$ cat src/design/tlvv_pkg.sv
// Shared types, codes and the fixed key table of the settings image validator.
package tlvv_pkg;

	localparam int KEY_TOTAL = 32;
	localparam int KEY_W     = $clog2(KEY_TOTAL);
	localparam int DEFAULT_IMAGE_CAPACITY = 8192;

	typedef enum logic [1:0] {
		PH_KEY     = 2'd0,
		PH_SIZE_LO = 2'd1,
		PH_SIZE_HI = 2'd2,
		PH_VALUE   = 2'd3
	} phase_t;

	typedef enum logic [3:0] {
		ERR_OK        = 4'd0,
		ERR_TOO_LONG  = 4'd1,
		ERR_CUT_HDR   = 4'd2,
		ERR_BAD_ID    = 4'd3,
		ERR_REPEAT    = 4'd4,
		ERR_ZERO_SIZE = 4'd5,
		ERR_TOO_BIG   = 4'd6,
		ERR_CUT_VALUE = 4'd7,
		ERR_KIND_SIZE = 4'd8,
		ERR_TEXT      = 4'd9,
		ERR_COLOUR    = 4'd10,
		ERR_FLOAT     = 4'd11,
		ERR_RANGE     = 4'd12
	} err_t;

	typedef enum logic [2:0] {
		K_BLOB  = 3'd0,
		K_BYTE  = 3'd1,
		K_UINT  = 3'd2,
		K_FLOAT = 3'd3,
		K_TEXT  = 3'd4
	} kind_t;

	localparam logic [31:0] COLOUR_MAX = 32'h00FF_FFFF;

	localparam kind_t KEY_KIND [0:KEY_TOTAL-1] = '{
		K_BLOB, K_BYTE, K_UINT, K_UINT, K_UINT, K_BYTE, K_BYTE, K_BYTE,
		K_BYTE, K_BYTE, K_UINT, K_UINT, K_BYTE, K_BYTE, K_FLOAT, K_FLOAT,
		K_BYTE, K_BYTE, K_BYTE, K_BYTE, K_BYTE, K_UINT, K_UINT, K_BYTE,
		K_BYTE, K_BYTE, K_BYTE, K_BLOB, K_TEXT, K_TEXT, K_BYTE, K_BYTE};

	localparam logic [15:0] KEY_MAX [0:KEY_TOTAL-1] = '{
		16'd4096, 16'd1, 16'd4, 16'd4, 16'd4, 16'd1, 16'd1, 16'd1,
		16'd1, 16'd1, 16'd4, 16'd4, 16'd1, 16'd1, 16'd4, 16'd4,
		16'd1, 16'd1, 16'd1, 16'd1, 16'd1, 16'd4, 16'd4, 16'd1,
		16'd1, 16'd1, 16'd1, 16'd56, 16'd33, 16'd33, 16'd1, 16'd1};

	localparam logic [7:0] BYTE_LOW [0:KEY_TOTAL-1] = '{
		8'd0, 8'd0, 8'd0, 8'd0, 8'd0, 8'd0, 8'd0, 8'd0,
		8'd0, 8'd0, 8'd0, 8'd0, 8'd5, 8'd0, 8'd0, 8'd0,
		8'd0, 8'd0, 8'd0, 8'd0, 8'd0, 8'd0, 8'd0, 8'd1,
		8'd1, 8'd0, 8'd0, 8'd0, 8'd0, 8'd0, 8'd0, 8'd0};

	localparam logic [7:0] BYTE_HIGH [0:KEY_TOTAL-1] = '{
		8'd1, 8'd2, 8'd1, 8'd1, 8'd1, 8'd1, 8'd1, 8'd1,
		8'd1, 8'd5, 8'd1, 8'd1, 8'd50, 8'd4, 8'd1, 8'd1,
		8'd4, 8'd4, 8'd1, 8'd1, 8'd50, 8'd1, 8'd1, 8'd4,
		8'd4, 8'd1, 8'd2, 8'd1, 8'd1, 8'd1, 8'd1, 8'd13};

	// Per-image parser state; the byte count lives outside because its width follows
	// the image capacity.
	typedef struct packed {
		phase_t                 phase;
		logic [7:0]             key;
		logic [15:0]            size;
		logic [15:0]            left;
		logic [2:0]             idx;
		logic [31:0]            value_word;
		logic [KEY_TOTAL-1:0]   seen;
		err_t                   err;
	} st_t;

	localparam st_t ST_CLEAR = '{
		phase:      PH_KEY,
		key:        8'd0,
		size:       16'd0,
		left:       16'd0,
		idx:        3'd0,
		value_word: 32'd0,
		seen:       '0,
		err:        ERR_OK};

endpackage

$ cat src/design/tlvv_in_if.sv
// Input channel: one image byte per word, with end-of-image marks.
interface tlvv_in_if;
	logic       valid;
	logic       ready;
	logic [7:0] data_byte;
	logic       last_byte;
	logic       empty_image;

	modport source(output valid, data_byte, last_byte, empty_image, input ready);
	modport sink(input valid, data_byte, last_byte, empty_image, output ready);
endinterface

$ cat src/design/tlvv_out_if.sv
// Output channel: one verdict word per image.
interface tlvv_out_if;
	logic       valid;
	logic       ready;
	logic       image_valid;
	logic [3:0] error_code;

	modport source(output valid, image_valid, error_code, input ready);
	modport sink(input valid, image_valid, error_code, output ready);
endinterface

$ cat src/design/tlvv_step.sv
// Next-state and verdict logic for one accepted input word.
module tlvv_step #(
	parameter int IMAGE_CAPACITY = tlvv_pkg::DEFAULT_IMAGE_CAPACITY,
	parameter int CNT_W = $clog2(IMAGE_CAPACITY + 2)
) (
	input  tlvv_pkg::st_t st_q,
	input  logic [CNT_W-1:0] cnt_q,
	input  logic [7:0] data_byte,
	input  logic empty_image,
	output tlvv_pkg::st_t st_n,
	output logic [CNT_W-1:0] cnt_n,
	output tlvv_pkg::err_t code
);
	import tlvv_pkg::*;

	localparam logic [CNT_W-1:0] CNT_SAT = CNT_W'(IMAGE_CAPACITY + 1);
	localparam logic [CNT_W-1:0] CNT_CAP = CNT_W'(IMAGE_CAPACITY);

	logic [KEY_W-1:0] key_lo;
	kind_t            kind;
	logic [15:0]      size_full;
	logic [15:0]      left_dec;
	logic [31:0]      vw;
	err_t             hdr_err;
	err_t             val_err;

	assign key_lo    = st_q.key[KEY_W-1:0];
	assign kind      = KEY_KIND[key_lo];
	assign size_full = {data_byte, st_q.size[7:0]};
	assign left_dec  = st_q.left - 16'd1;

	always_comb begin
		if (st_q.key[7:KEY_W] != '0) begin
			hdr_err = ERR_BAD_ID;
		end else if (st_q.seen[key_lo]) begin
			hdr_err = ERR_REPEAT;
		end else if (size_full == 16'd0) begin
			hdr_err = ERR_ZERO_SIZE;
		end else if (size_full > KEY_MAX[key_lo]) begin
			hdr_err = ERR_TOO_BIG;
		end else begin
			hdr_err = ERR_OK;
		end
	end

	// Value bytes are gathered little-endian; a text value only records an inner NUL.
	always_comb begin
		vw = st_q.value_word;
		if ((kind == K_UINT || kind == K_FLOAT) && !st_q.idx[2]) begin
			vw = st_q.value_word | (32'(data_byte) << {st_q.idx[1:0], 3'b000});
		end else if (kind == K_BYTE && st_q.idx == 3'd0) begin
			vw = {24'd0, data_byte};
		end else if (kind == K_TEXT && st_q.left > 16'd1 && data_byte == 8'd0) begin
			vw = 32'd1;
		end
	end

	always_comb begin
		if (kind == K_BYTE && st_q.size != 16'd1) begin
			val_err = ERR_KIND_SIZE;
		end else if ((kind == K_UINT || kind == K_FLOAT) && st_q.size != 16'd4) begin
			val_err = ERR_KIND_SIZE;
		end else if (kind == K_TEXT && (data_byte != 8'd0 || vw != 32'd0)) begin
			val_err = ERR_TEXT;
		end else if (kind == K_UINT && vw > COLOUR_MAX) begin
			val_err = ERR_COLOUR;
		end else if (kind == K_FLOAT && vw[30:23] == 8'hFF) begin
			val_err = ERR_FLOAT;
		end else if (kind == K_BYTE &&
				(vw[7:0] < BYTE_LOW[key_lo] || vw[7:0] > BYTE_HIGH[key_lo])) begin
			val_err = ERR_RANGE;
		end else begin
			val_err = ERR_OK;
		end
	end

	always_comb begin
		st_n  = st_q;
		cnt_n = cnt_q;
		if (!empty_image) begin
			if (cnt_q != CNT_SAT) begin
				cnt_n = cnt_q + 1'b1;
			end
			if (st_q.err == ERR_OK) begin
				case (st_q.phase)
					PH_KEY: begin
						st_n.key   = data_byte;
						st_n.phase = PH_SIZE_LO;
					end
					PH_SIZE_LO: begin
						st_n.size  = {8'd0, data_byte};
						st_n.phase = PH_SIZE_HI;
					end
					PH_SIZE_HI: begin
						st_n.size = size_full;
						if (hdr_err != ERR_OK) begin
							st_n.err = hdr_err;
						end else begin
							st_n.seen[key_lo] = 1'b1;
							st_n.left         = size_full;
							st_n.value_word   = 32'd0;
							st_n.idx          = 3'd0;
							st_n.phase        = PH_VALUE;
						end
					end
					PH_VALUE: begin
						st_n.value_word = vw;
						st_n.left       = left_dec;
						if (!st_q.idx[2]) begin
							st_n.idx = st_q.idx + 3'd1;
						end
						if (left_dec == 16'd0) begin
							st_n.err   = val_err;
							st_n.phase = PH_KEY;
						end
					end
					default: st_n.phase = PH_KEY;
				endcase
			end
		end
	end

	always_comb begin
		if (cnt_n > CNT_CAP) begin
			code = ERR_TOO_LONG;
		end else if (st_n.err != ERR_OK) begin
			code = st_n.err;
		end else if (st_n.phase == PH_SIZE_LO || st_n.phase == PH_SIZE_HI) begin
			code = ERR_CUT_HDR;
		end else if (st_n.phase == PH_VALUE) begin
			code = ERR_CUT_VALUE;
		end else begin
			code = ERR_OK;
		end
	end

endmodule

$ cat src/design/tlv_settings_image_validator_unit.sv
// Settings image validator: checks a key/size/value image byte by byte, one verdict per image.
// The verdict is registered and shown in the cycle after the final byte or empty marker.
// Throughput: one byte per cycle while ready; the parser state updates on each accepted byte.
// The verdict register decouples the sides: input stalls only while an unread verdict waits.
// Reset: arst_n clears the parser, the seen-key map, the byte count and the verdict register.
module tlv_settings_image_validator_unit #(
	parameter int IMAGE_CAPACITY = tlvv_pkg::DEFAULT_IMAGE_CAPACITY
) (
	input  logic clk,
	input  logic arst_n,
	tlvv_in_if.sink    image,
	tlvv_out_if.source result
);
	import tlvv_pkg::*;

	localparam int CNT_W = $clog2(IMAGE_CAPACITY + 2);

	st_t              st_q;
	st_t              st_n;
	logic [CNT_W-1:0] cnt_q;
	logic [CNT_W-1:0] cnt_n;
	err_t             code;
	logic             out_valid_q;
	err_t             error_code_q;
	logic             accept;
	logic             ends;

	tlvv_step #(
		.IMAGE_CAPACITY(IMAGE_CAPACITY),
		.CNT_W(CNT_W)
	) u_step (
		.st_q(st_q),
		.cnt_q(cnt_q),
		.data_byte(image.data_byte),
		.empty_image(image.empty_image),
		.st_n(st_n),
		.cnt_n(cnt_n),
		.code(code)
	);

	assign image.ready = !out_valid_q || result.ready;
	assign accept      = image.valid && image.ready;
	assign ends        = image.empty_image || image.last_byte;

	always_ff @(posedge clk or negedge arst_n) begin
		if (!arst_n) begin
			st_q  <= ST_CLEAR;
			cnt_q <= '0;
		end else if (accept) begin
			if (ends) begin
				st_q  <= ST_CLEAR;
				cnt_q <= '0;
			end else begin
				st_q  <= st_n;
				cnt_q <= cnt_n;
			end
		end
	end

	always_ff @(posedge clk or negedge arst_n) begin
		if (!arst_n) begin
			out_valid_q  <= 1'b0;
			error_code_q <= ERR_OK;
		end else if (accept && ends) begin
			out_valid_q  <= 1'b1;
			error_code_q <= code;
		end else if (result.ready) begin
			out_valid_q <= 1'b0;
		end
	end

	assign result.valid       = out_valid_q;
	assign result.image_valid = (error_code_q == ERR_OK);
	assign result.error_code  = error_code_q;

	// An image end must leave the parser and the seen map fully cleared.
	a_clear_after_end: assert property (@(posedge clk) disable iff (!arst_n)
		accept && ends |=> st_q == ST_CLEAR && cnt_q == '0)
		else $error("parser state not cleared after image end");

	// The value phase always has bytes still to come.
	a_value_left: assert property (@(posedge clk) disable iff (!arst_n)
		st_q.phase == PH_VALUE |-> st_q.left != 16'd0)
		else $error("value phase with no bytes left");

	// Once an error is latched it stays until the image ends.
	a_err_sticky: assert property (@(posedge clk) disable iff (!arst_n)
		st_q.err != ERR_OK && !(accept && ends) |=> st_q.err == $past(st_q.err))
		else $error("latched error changed inside an image");

	// After an error only the count moves; the parser phase is frozen.
	a_phase_frozen: assert property (@(posedge clk) disable iff (!arst_n)
		st_q.err != ERR_OK && !(accept && ends) |=> $stable(st_q.phase))
		else $error("parser advanced after an error");

	// An accepted final byte with a pending verdict means the verdict was taken that cycle.
	a_no_overwrite: assert property (@(posedge clk) disable iff (!arst_n)
		accept && ends && out_valid_q |-> result.ready)
		else $error("verdict overwritten before it was read");

endmodule
$ cat src/flat_wrapper.sv
// flat-port wrapper written by rule: the top's interface ports become plain ports
module tlv_settings_image_validator_unit_flat import tlvv_pkg::*;
#(
	parameter int IMAGE_CAPACITY = tlvv_pkg::DEFAULT_IMAGE_CAPACITY
)
  (clk, arst_n, image_valid, image_data_byte, image_last_byte, image_empty_image, image_ready, result_valid, result_image_valid, result_error_code, result_ready);
  tlvv_in_if image_i ();
  tlvv_out_if result_i ();
  input  logic clk;
  input  logic arst_n;
  input wire logic [$bits(image_i.valid)-1:0] image_valid;
  input wire logic [$bits(image_i.data_byte)-1:0] image_data_byte;
  input wire logic [$bits(image_i.last_byte)-1:0] image_last_byte;
  input wire logic [$bits(image_i.empty_image)-1:0] image_empty_image;
  output wire logic [$bits(image_i.ready)-1:0] image_ready;
  output wire logic [$bits(result_i.valid)-1:0] result_valid;
  output wire logic [$bits(result_i.image_valid)-1:0] result_image_valid;
  output wire logic [$bits(result_i.error_code)-1:0] result_error_code;
  input wire logic [$bits(result_i.ready)-1:0] result_ready;
  assign image_i.valid = image_valid;
  assign image_i.data_byte = image_data_byte;
  assign image_i.last_byte = image_last_byte;
  assign image_i.empty_image = image_empty_image;
  assign image_ready = image_i.ready;
  assign result_valid = result_i.valid;
  assign result_image_valid = result_i.image_valid;
  assign result_error_code = result_i.error_code;
  assign result_i.ready = result_ready;
  tlv_settings_image_validator_unit #(.IMAGE_CAPACITY(IMAGE_CAPACITY)) u_core (.clk(clk), .arst_n(arst_n), .image(image_i), .result(result_i));
endmodule
$ cat config.mk
export PLATFORM = sky130hd
export DESIGN_NAME = tlv_settings_image_validator_unit_flat
export DESIGN_NICKNAME = d
export VERILOG_FILES = /design/src/design/tlvv_pkg.sv /design/src/design/tlvv_in_if.sv /design/src/design/tlvv_out_if.sv /design/src/design/tlvv_step.sv /design/src/design/tlv_settings_image_validator_unit.sv /design/src/flat_wrapper.sv
export SDC_FILE = /design/constraint.sdc
export NUM_CORES = 1
export LEC_CHECK = 0
export BUFFER_PORTS_ARGS = -buffer_cell sky130_fd_sc_hd__buf_4
export CAP_MARGIN = 20
export CORE_UTILIZATION = 63
export DETAILED_ROUTE_END_ITERATION = 12
export PLACE_DENSITY_LB_ADDON = 0.15
export SLEW_MARGIN = 10
export SYNTH_ARGS = -nofsm -noshare
export SYNTH_HDL_FRONTEND = slang
export SYNTH_SLANG_ARGS = --single-unit
$ cat constraint.sdc
create_clock -name clk -period 4.84 [get_ports clk]
set_clock_uncertainty 0.2 [all_clocks]
set_input_delay 0.484 -clock clk [delete_from_list [all_inputs] [get_ports clk]]
set_output_delay 0.484 -clock clk [all_outputs]
set_load 0.1 [all_outputs]
# After elaboration in Yosys (flattened, before gate mapping)
# Memory sizes are Yosys's and may differ from the RTL's.
# Index checks and enable logic that the tools add are counted.
[word_totals]
output_inout_bits = 7
n_memories = 4
ff_bits = 132
mem_bits_ro = 1120
[mem_list]
columns = ["memory", "words", "width", "read_ports", "rd_clocked_by_memory_dff", "write_ports", "line", "text"]
rows = [
  ["(no name shown)", 32, 16, 1, 0, 0, "tlvv_step.sv:39", "end else if (size_full > KEY_MAX[key_lo]) begin"],
  ["(no name shown)", 32, 8, 1, 0, 0, "tlvv_step.sv:70", "(vw[7:0] < BYTE_LOW[key_lo] || vw[7:0] > BYTE_HIGH[key_lo])) begin"],
  ["(no name shown)", 32, 8, 1, 0, 0, "tlvv_step.sv:70", ""],
  ["(no name shown)", 32, 3, 1, 0, 0, "tlvv_step.sv:28", "assign kind = KEY_KIND[key_lo];"],
]
[op_classes]
n_reduce_logical = 46
bitwise_logic = 3
shifts = 1
n_mux = 49
add_sub_neg = 3
n_lt_le_gt_ge = 9
eq_ne = 19
[op_table]
columns = ["cell", "n"]
rows = [
  ["2-to-1 mux 113 bit", 3],
  ["2-to-1 mux 32 bit", 4],
  ["case mux 51 bit (2 select lines)", 1],
  ["2-to-1 mux 83 bit", 1],
  ["bitwise OR 32 bit", 2],
  ["2-to-1 mux 14 bit", 3],
  ["2-to-1 mux 4 bit", 10],
  ["2-to-1 mux 8 bit", 5],
  ["> comparator 32 x 24 -> 1 bit (second input constant)", 1],
  ["logical NOT 16 bit", 2],
  ["2-to-1 mux 16 bit", 2],
  ["case mux 16 bit (2 select lines)", 1],
  ["nonzero test 32 bit", 1],
  ["left shift 8 x 5 -> 32 bit", 1],
  ["2-to-1 mux 3 bit", 9],
  ["> comparator 16 x 1 -> 1 bit (second input constant)", 1],
  ["> comparator 16 bit", 1],
  ["!= test 16 x 1 -> 1 bit (second input constant)", 1],
  ["!= test 16 x 3 -> 1 bit (second input constant)", 1],
  ["subtractor 16 x 1 -> 16 bit (second input constant)", 1],
  ["AND reduction 5 bit", 3],
  ["adder 14 x 1 -> 14 bit (second input constant)", 1],
  ["> comparator 14 bit (second input constant)", 1],
  ["!= test 14 bit (second input constant)", 1],
  ["35 further kinds", 73],
]

# Logic depth before layout (Yosys ltp)
[logic_depth]
depth_word = 28
depth_mapped = 21
ltp_nobuf = 19

# Cells and area by module
# From an unflattened synthesis, not the netlist that was laid out.
[unflattened]
hier_cells = 1195
area_unflattened_um2 = 9758.1
[modules_own_cells]
columns = ["module", "instances", "cells_each", "area_each_um2"]
rows = [
  ["tlv_settings_image_validator_unit", 1, 580, 5701.7],
  ["tlvv_step", 1, 615, 4056.4],
]

# Least setup slack after synthesis
# No wires, ideal clock.
[synth_timing]
kind = "register to output"
from = "reg u_core.error_code_q[1], in the netlist u_core.result.error_code[1]"
to = "out result_image_valid"
t_arrival_ns = 3.783
n_path_buf = 0
path_slack_ns = 0.373
path_stages_with_launch = 2
cell_sequence = "dfrtp_1 -> nor4_1"
[synth_via]
elab_chain_cells = 1
[synth_rtl]
columns = ["element", "line", "text"]
rows = [
  ["from (decl)", "tlv_settings_image_validator_unit.sv:24", "err_t error_code_q;"],
  ["from (signal assigned)", "tlv_settings_image_validator_unit.sv:66", "error_code_q <= code;"],
  ["logical NOT 4 bit", "tlv_settings_image_validator_unit.sv:73", "assign result.image_valid = (error_code_q == ERR_OK);"],
  ["to (decl)", "flat_wrapper.sv:17", "output wire logic [$bits(result_i.image_valid)-1:0] result_image_valid;"],
]
# Every way passes these cells.

# Worst setup path in the final report
[layout_timing]
from = "reg u_core.st_q[103] (netlist name)"
to = "reg u_core.error_code_q[2], in the netlist u_core.result.error_code[2]"
[layout_via]
elab_chain_cells = 26
[layout_rtl]
columns = ["element", "line", "text"]
rows = [
  ["inverter 5 -> 6 bit (implied by the code)", "tlvv_step.sv:28, tlvv_step.sv:39, tlvv_step.sv:70", ""],
  ["memory (32 x 3 bit)", "--", ""],
  ["2-to-1 mux 3 bit (implied by the code) (2 in series)", "tlvv_step.sv:28", ""],
  ["equality test 3 bit", "tlvv_step.sv:53, tlvv_step.sv:63", ""],
  ["logical AND 1 bit (2 in series)", "tlvv_step.sv:53", "end else if (kind == K_TEXT && st_q.left > 16'd1 && data_byte == 8'd0) begin"],
  ["2-to-1 mux 32 bit", "tlvv_step.sv:53", ""],
  ["2-to-1 mux 32 bit", "tlvv_step.sv:51", "end else if (kind == K_BYTE && st_q.idx == 3'd0) begin"],
  ["2-to-1 mux 32 bit", "tlvv_step.sv:49", "if ((kind == K_UINT || kind == K_FLOAT) && !st_q.idx[2]) begin"],
  ["[... 8 more ...]", "--", ""],
  ["2-to-1 mux 4 bit", "tlvv_step.sv:59", "if (kind == K_BYTE && st_q.size != 16'd1) begin"],
  ["2-to-1 mux 4 bit", "tlvv_step.sv:112", "if (left_dec == 16'd0) begin"],
  ["case mux 4 bit (2 select lines)", "tlvv_step.sv:85", "case (st_q.phase)"],
  ["2-to-1 mux 113 bit (*)", "tlvv_step.sv:84", "if (st_q.err == ERR_OK) begin"],
  ["2-to-1 mux 113 bit (*)", "tlvv_step.sv:80", "if (!empty_image) begin"],
  ["nonzero test 4 bit", "tlvv_step.sv:126", "end else if (st_n.err != ERR_OK) begin"],
  ["2-to-1 mux 4 bit (*)", "tlvv_step.sv:126", ""],
  ["2-to-1 mux 4 bit (*)", "tlvv_step.sv:124", "if (cnt_n > CNT_CAP) begin"],
]
# Mark *: on every way between the ends. The rest lies on a longest branch, timed or not. The select of a mux whose other input is x is not followed.
# A chain may end at the register's enable or synchronous reset.

==> impl_metrics.csv <==
group,metric,value,unit
global_routing,first_global_vias,7074,
finish,syn2layout_area_growth,11.0,%
global_routing,antenna_found_initial,0,
synth,synth_top_area_share,40.3,%
floorplanning,dieArea,0.0135,mm²
routing,vias_per_cell,6.77,
worst_setup_path,worstReg2RegStart,"u_core.st_q[103]$_DFFE_PN0P_",
floorplanning,rows,41,
cts,cts_root_buf,"clkbuf_16",
cts,cts_buffers,17,
synth,syn_avg_cell_area,8.82,µm²
worst_setup_path,arrival,4760,ps
synth,synth_edf_count,0,
timing,worst_pin_slew,1120,ps
worst_setup_path,reg2reg_slack,240,ps
global_routing,grt_max_degree,63,
routing,ant_nets,0,
timing,rsz0062_at_grt,"no",
timing,final_max_slew_viol_count,0,
cts,post_cts_buffers,0,
cts,worst_skew_pair.late_latency,430,ps
finish,final_nets,979,
synth,yosysUniqueCellTypes,90,
power,total_power,0.00325,W
placed_design,finalWeightedCongestion,0.967,
synth,mappedNetlistNets,973,
worst_setup_path,endpoint_kind,"flop",
synth,synthFlopType,"dfrtp_1",
timing,fin_crit_sh,95.0,%
floorplanning,die_h,116,µm
routing,num_vias,7583,
run_status,status,"complete, no violations",
hold_path,worstHoldStart,"result_ready",
routing,drtPass1Iterations,6,
synth,syn-instance-count,929,
floorplanning,die_width,116,µm
synth,synth.largest_area_cell,"dfrtp_1",
finish,n_antenna_cell,0,
cts,clock_sinks,132,
routing,wl,22800,µm
cts,clk_path_buf_depth,2,
synth,synth_area,0.00820,mm²
timing,max_freq,0.217,GHz
finish,final_layout_size_suffix_gt1_share,11.8,%
hold_path,hold_path.class,"input port to flop",
synth,ys_seq_area_share,40.3,%
synth,synthTopCellsByCount,"dfrtp_1 (132), nor2_1 (102), nand2_1 (101), o21ai_0 (71), a21oi_1 (64)",
worst_setup_path,crit_path_start,"u_core.st_q[103]$_DFFE_PN0P_",
global_routing,overflow,0,
job,cap_violations,0,
worst_setup_path,reg2reg_to,"u_core.result.error_code[2]$_DFFE_PN0P_",
timing,slew_headroom,24.6,%
synth,synth_area_leaders,"dfrtp_1 (40%), nor2_1 (4.7%), nand2_1 (4.6%), ha_1 (4.6%), o21ai_0 (4.3%)",
routing,routedWlPerCell,20.3,µm
routing,drtIter0Drc,927,
timing,setup_tns,0,ps
timing,hold_viol_final,0,
floorplanning,core_area,0.0127,mm²
cts,cts.clk_slew.worst_paths,60,ps
timing,period_minus_slack,4600,ps
floorplanning,initial_core_util,64.7,%
synth,yosys_warnings,0,
power,p_leak,3.94,nW
floorplanning,ios,21,
synth,synth-seq-cells,132,
timing,finalSetupViolCount,0,
synth,synth_most_common_cell,"dfrtp_1",
global_routing,grt_first_pass_wirelength,36700,µm
worst_setup_path,start_kind,"flop",
worst_setup_path,worstRegToRegCells,18,
routing,drcViolationCount,0,
cts,htree_levels,4,
power,p_per_area,357,mW/mm²
worst_setup_path,cp_data_required_time,5000,ps
cts,cts_tree,"done",
power,ir_drop,302,µV
hold_path,hold_depth,3,
placed_design,place_hpwl,15700,µm
worst_setup_path,crit_type,"flop to flop",
placed_design,port_buffers,20,
synth,synth-async-reset-ratio,100,%
global_routing,track_usage,35.7,%
worst_setup_path,cp_max_fo,12,
hold_path,whs_endpoint,"u_core.result.valid$_DFFE_PN0P_",
## where the power goes
group	internal, W	switching (W)	leakage (nW)
clock	0.000848	0.000482	0.297
sequential	0.00114	0.0000575	1.81
combinational	0.000244	0.000476	1.83
total	0.00224	0.00101	3.94
## how the worst max path moves through the flow
stage                                                    to  slack, ps  cells after the start
floorplan                                result_image_valid        370                      1
global placement    u_core.result.error_code[2]$_DFFE_PN0P_        540                     17
detailed placement  u_core.result.error_code[2]$_DFFE_PN0P_        360                     18
CTS                 u_core.result.error_code[2]$_DFFE_PN0P_        310                     18
global route        u_core.result.error_code[2]$_DFFE_PN0P_         70                     18
finish              u_core.result.error_code[2]$_DFFE_PN0P_        240                     18
## registers in the layout, indices dropped and copies added (netlist names)
register	cells
u_core.cnt_q	14
u_core.result.error_code	4
u_core.result.valid	1
u_core.st_q	113
## layout make-up
cell class,instances,area (µm²)
clock inverters,9,126
multi-input cells,718,4560
inverters,21,78.8
fillers,991,3570
well taps,172,215
clock buffers,23,478
flip-flops and latches,132,3300
repair buffers,45,340
## cell families (layout without fill, tap and decap cells)
family	Yosys count	in the layout	synth area share [%]
simple gates	355	355	22.2
buf+inv	79	98	4.11
mux	18	18	2.20
fa+ha+maj	30	30	4.58
flops	132	132	40.3
compound gates	306	306	25.6
xor+xnor	9	9	0.962
## worst max-delay path: stages (launching register included)
cell	delay, ps
dfrtp_1	530
inv_1	140
ha_1	290
nor4bb_2	210
a31oi_4	290
and3_4	280
a22o_1	300
a22o_1	200
ha_1	250
nor2b_1	140
o21a_1	160
o21a_1	170
o21ai_0	140
a21o_1	160
o2111ai_1	160
a31oi_1	300
nand2_2	120
o31ai_1	300
a22o_1	180
## per-layer routing
layer,vias to the layer above,share of wire [%],global-route usage [%]
met5,-,0,0
met4,0,2.6,13.2
met3,61,7.1,6.80
met2,375,48,56.9
met1,3674,43,48.6
li1,3473,-,-
## repair_timing
action / in CTS / in global routing
endpoints found under the hold margin: 34 / 0
resized for setup: 0 / 0
hold buffers: 1 / 0
## cells in the final DEF, fill, tap and decap left out, types with 8 or more instances in the layout
cell / n
dfrtp_1: 132
nand2_1: 101
nor2_1: 101
o21ai_0: 71
a21oi_1: 64
buf_4: 44
a22o_1: 32
a31oi_1: 32
ha_1: 30
nor3_1: 23
inv_1: 19
mux2i_1: 18
clkbuf_16: 17
nand3_1: 16
nor4_1: 16
a22oi_1: 12
a41oi_1: 12
and3_1: 11
nand4_1: 10
o31ai_1: 10
nor2b_1: 9
a21o_1: 8
## metrics by stage
stage | cells | area, µm² | worst slack, ps | util [%] | hold WS (ps)
final | 1120 | 9100 | 241 | 71.8 | 192
after global routing | 1120 | 9100 | 70.7 | 71.8 | 195
after CTS | 1120 | 9100 | 313 | 71.8 | 179
after detailed placement | 1087 | 8490 | 357 | 67.0 | 275
after global placement | 1087 | 8490 | 542 | 67.0 | 265
after floorplan | 929 | 8200 | 373 | - | -11.6
Power figures use the tool's default switching activity.
